**src/wii_ram.sv**
```systemverilog
`timescale 1ns / 1ps
`default_nettype none

module wii_ram #(
  parameter int WIDTH = 8,
  parameter int DEPTH = 16,
  localparam int AW = (DEPTH > 1) ? $clog2(DEPTH) : 1
) (
  input  logic             clk,
  input  logic             we,
  input  logic [AW-1:0]    waddr,
  input  logic [WIDTH-1:0] wdata,
  input  logic             re,
  input  logic [AW-1:0]    raddr,
  output logic [WIDTH-1:0] rdata
);

  logic [WIDTH-1:0] mem [DEPTH];

  always_ff @(posedge clk) begin
    if (we) begin
      mem[waddr] <= wdata;
    end
  end

  // Hold read data until the next read
  always_ff @(posedge clk) begin
    if (re) begin
      rdata <= mem[raddr];
    end
  end

endmodule

`default_nettype wire

```
**config.mk**
```make
export PLATFORM = sky130hd
export DESIGN_NAME = wii_ram
export DESIGN_NICKNAME = d
export VERILOG_FILES = /design/src/wii_ram.sv
export SDC_FILE = /design/constraint.sdc
export NUM_CORES = 1
export LEC_CHECK = 0
export ABC_AREA = 0
export BUFFER_PORTS_ARGS = -buffer_cell sky130_fd_sc_hd__buf_2
export CORE_MARGIN = 3
export CORE_UTILIZATION = 40
export CTS_BUF_LIST = sky130_fd_sc_hd__clkbuf_16
export CTS_CLUSTER_DIAMETER = 100
export DETAILED_ROUTE_END_ITERATION = 8
export GPL_ROUTABILITY_DRIVEN = 0
export HOLD_SLACK_MARGIN = 0.05
export PLACE_DENSITY_LB_ADDON = 0.25
export REMOVE_ABC_BUFFERS = 1
export SLEW_MARGIN = 20
export SYNTH_ARGS = -nofsm -noshare
export SYNTH_HDL_FRONTEND = slang
export SYNTH_SLANG_ARGS = --single-unit
```
**constraint.sdc**
```tcl
create_clock -name clk -period 2.71 [get_ports clk]
set_input_delay 0 -clock clk [delete_from_list [all_inputs] [get_ports clk]]
set_output_delay 0 -clock clk [all_outputs]
set_load 0.02 [all_outputs]
```
==> summary.md <==
| Metric | Value |
|---|---|
| Delay-heaviest family, CP | multiplexers |
| Die Ht | approximately 120 µm |
| Crit path launch type | flip-flop |
| P_leak | between 2 and 2.5 nW |
| Final HPWL DP | about 6200 µm |
| Setup WS pre-CTS | approximately 1000 ps |
| Drc violations | 0 |
| Die X | about 120 µm |
| Vias in the first global route | 2,607 |
| Worst path bufs/invs | 0 |
| Ys flop type | edfxtp_1 |
| Row count | 41 |
| Clock Root Buffer | clkbuf_16 |
| Most frequent cell after synthesis | edfxtp_1 |
| 1st-pass router iterations | 4 |
| Synth Area in Simple Gates | approximately 3.1% |
| Final Max Slew Viols | 0 |
| Setup TNS | 0 ps |
| Vias per cell | between 5 and 6 |
| Count of unique library cells instantiated by Yosys | 18 |
| CTS H-Tree Depth | 4 |
| VDD IR max | between 400 and 500 µV |
| RR Endpoint | rdata[6] |
| WHS Endpoint | mem[0][5] |
| WP data arrival | about 1600 ps |
| Cell Area, Placed | between 5000 and 6000 µm² |
| Post-CTS Setup Bufs | 0 |
| FMAX | between 600 and 700 MHz |
| Hold Crit Depth | 3 |
| Ys Warns | 0 |
| Area Growth Syn to Fin | 19.0% |
| Fin nets | 301 |
| Initial antenna violation count | 0 |
| Synth top area cells | edfxtp_1, mux4_2, mux4_1, a22oi_1, nor2_1 |
| Post-Syn Area | ~5200 µm² |
| Clock Tree Buf Depth | 2 |
| Fraction of registers with async set or reset after synthesis | 0% |
| Sequential area share after synthesis | roughly four fifths |
| Compound-Gate Fraction of Synth Area | 2.30% |
| Fin. Hold Viols | 0 |
| Starting Density | 41.1% |
| Core box area | about 13,000 µm² |
| Max_cap viols | 0 |
| Layout cells sized above 1 | about 28% |
| Syn avg cell area | approximately 23 µm² |
| Post-synth top area share | 78.1% |
| Clock Latency Late Sink | 400 ps |
| Crit Path Class | reg -> reg |
| Slack of the worst reg-to-reg path | between 1000 and 1500 ps |
| Vias after detailed routing | 2,410 |
| ANT nets after route | 0 |
| TritonCTS Buffers | 17 |
| Fin Hold WS | around 160 ps |
| Worst relative slew slack | between 30% and 40% |
| Sink Count | around 140 |
| Tmin final | between 1000 and 1500 ps |
| Yosys top cell by area | edfxtp_1 |
| Grt total ovfl | 0 |
| First-pass GRT wire length | 15,600 µm |
| Slowest-stage cell, CP | mux4_2 |
| Total track usage | between 15 and 20% |
| Worst slew pin tran | between 900 and 1000 ps |
| Final Cycle Share | a little over half |
| Final setup margin | 1220 ps |
| Final core occ | between 40% and 50% |
| Number of enable flip-flop cells after synthesis | 136 |
| Final setup vio count | 0 |
| Cell count of the worst reg-to-reg path | 3 |
| # resized after CTS | 0 |
| Class of the worst hold path | in -> reg |
| Post-synth top cells | edfxtp_1, mux4_2, a22oi_1, mux4_1, nor2_1 |
| Num ports | 27 |
| Hold Buf Count CTS | 9 |
| IO buf count | 26 |
| CP required | 2840 ps |
| CP peak stage delay | about 470 ps |
| Worst Setup End Kind | flip-flop |
| Largest net degree at the start of global routing | 33 |
| Synth Register Bits | between 100 and 150 |
| Synth Area in Adders | 0% |
| WL final | 10,000 µm |
| Pwr per Cell Area | 766 nW/µm² |
| Clk pin slew, worst setup/hold paths | 60 ps |
| Critical R2R Launch | mem[11][6] |
| Hold Crit Start | waddr[0] |
| Clock skew | between 3 and 4 ps |
| N_diodes | 0 |
| CTS tree | built |
| Die ar. | 14,500 µm² |
| Post-Synth XOR/XNOR Area | 0% |
| Unrepaired setup endpoints after global routing | false |
| Post-synthesis mux area share | roughly 15% |
| 1st-iter DRT viols | roughly 210 |
| Fillcell total | 1,066 |
| CP Max Fanout | 1 |
| Crit-path cells | mux4_2 > a22oi_1 > nand2_1 |
| Syn Inst Count | approximately 230 |
| Largest family of logic cells by synthesized area | multiplexers |
| Wire per inst | 21.4 µm |
| Final instance area | 6220 µm² |
| Status | completed |
[sequential cells by signal, indices dropped and copies added, names as in the netlist]
register,flops
mem,128
rdata,8
[worst min-delay path: stages]
cell	delay, ps
buf_2	140
nor3_1	60
buf_4	180
[through the flow]
stage / cells / power, mW
global route: 467 / 4.93
detailed placement: 426 / 2.65
floorplan: 219 / 2.53
finish: 467 / 4.76
global placement: 426 / 2.65
CTS: 467 / 4.81
[worst max path at each step]
| stage | from | end | slack (ps) | cells past startpoint |
|---|---|---|---|---|
| floorplan | waddr[2] | mem[0][0] | 1220 | 2 |
| global placement | raddr[1] | rdata[7] | 960 | 5 |
| detailed placement | raddr[1] | rdata[7] | 990 | 5 |
| CTS | mem[11][6] | rdata[6] | 1190 | 3 |
| global route | mem[9][5] | rdata[5] | 1120 | 3 |
| finish | mem[11][6] | rdata[6] | 1220 | 3 |
[cell usage in the layout, fill, tap and decap left out, drive strengths merged]
cell           n
nand2          9
nand2b         2
and2           1
dlygate4sd3    9
nand3          1
bufinv         2
clkinvlp       3
clkbuf        17
nor3           4
a22oi         16
clkinv        10
or3b           1
buf           35
nand3b         2
nor2          13
edfxtp       136
mux4          32
nor2b          1
and2b          1
[area by class of cell]
| cell class | count | area, µm² | area share (%) |
|---|---|---|---|
| Clock buffer | 17 | 425 | 6.84 |
| Clock inverter | 15 | 136 | 2.19 |
| Sequential cell | 136 | 4080 | 65.7 |
| Timing Repair Buffer | 44 | 300 | 4.83 |
| Tap cell | 172 | 215 | 3.46 |
| Multi-Input combinational cell | 83 | 1060 | 17.0 |
[where the power goes]
group	switching [mW]	internal (mW)
clock	0.814	1.33
combinational	0.134	0.0955
sequential	0.0116	2.37
total	0.960	3.80
[logic make-up after synthesis]
logic type / Yosys count
DFF: 136
muxes: 32
and+or+nand+nor: 35
AOI/OAI and AO/OA: 16
buffers and inverters: 10
[per-layer routing]
layer,track usage [%],routed length (µm)
met5,0,0
met2,23.6,5010
met1,20.7,4350
met4,5.45,123
met3,4.86,523
Note: power is estimated with default switching activity, not from simulation.
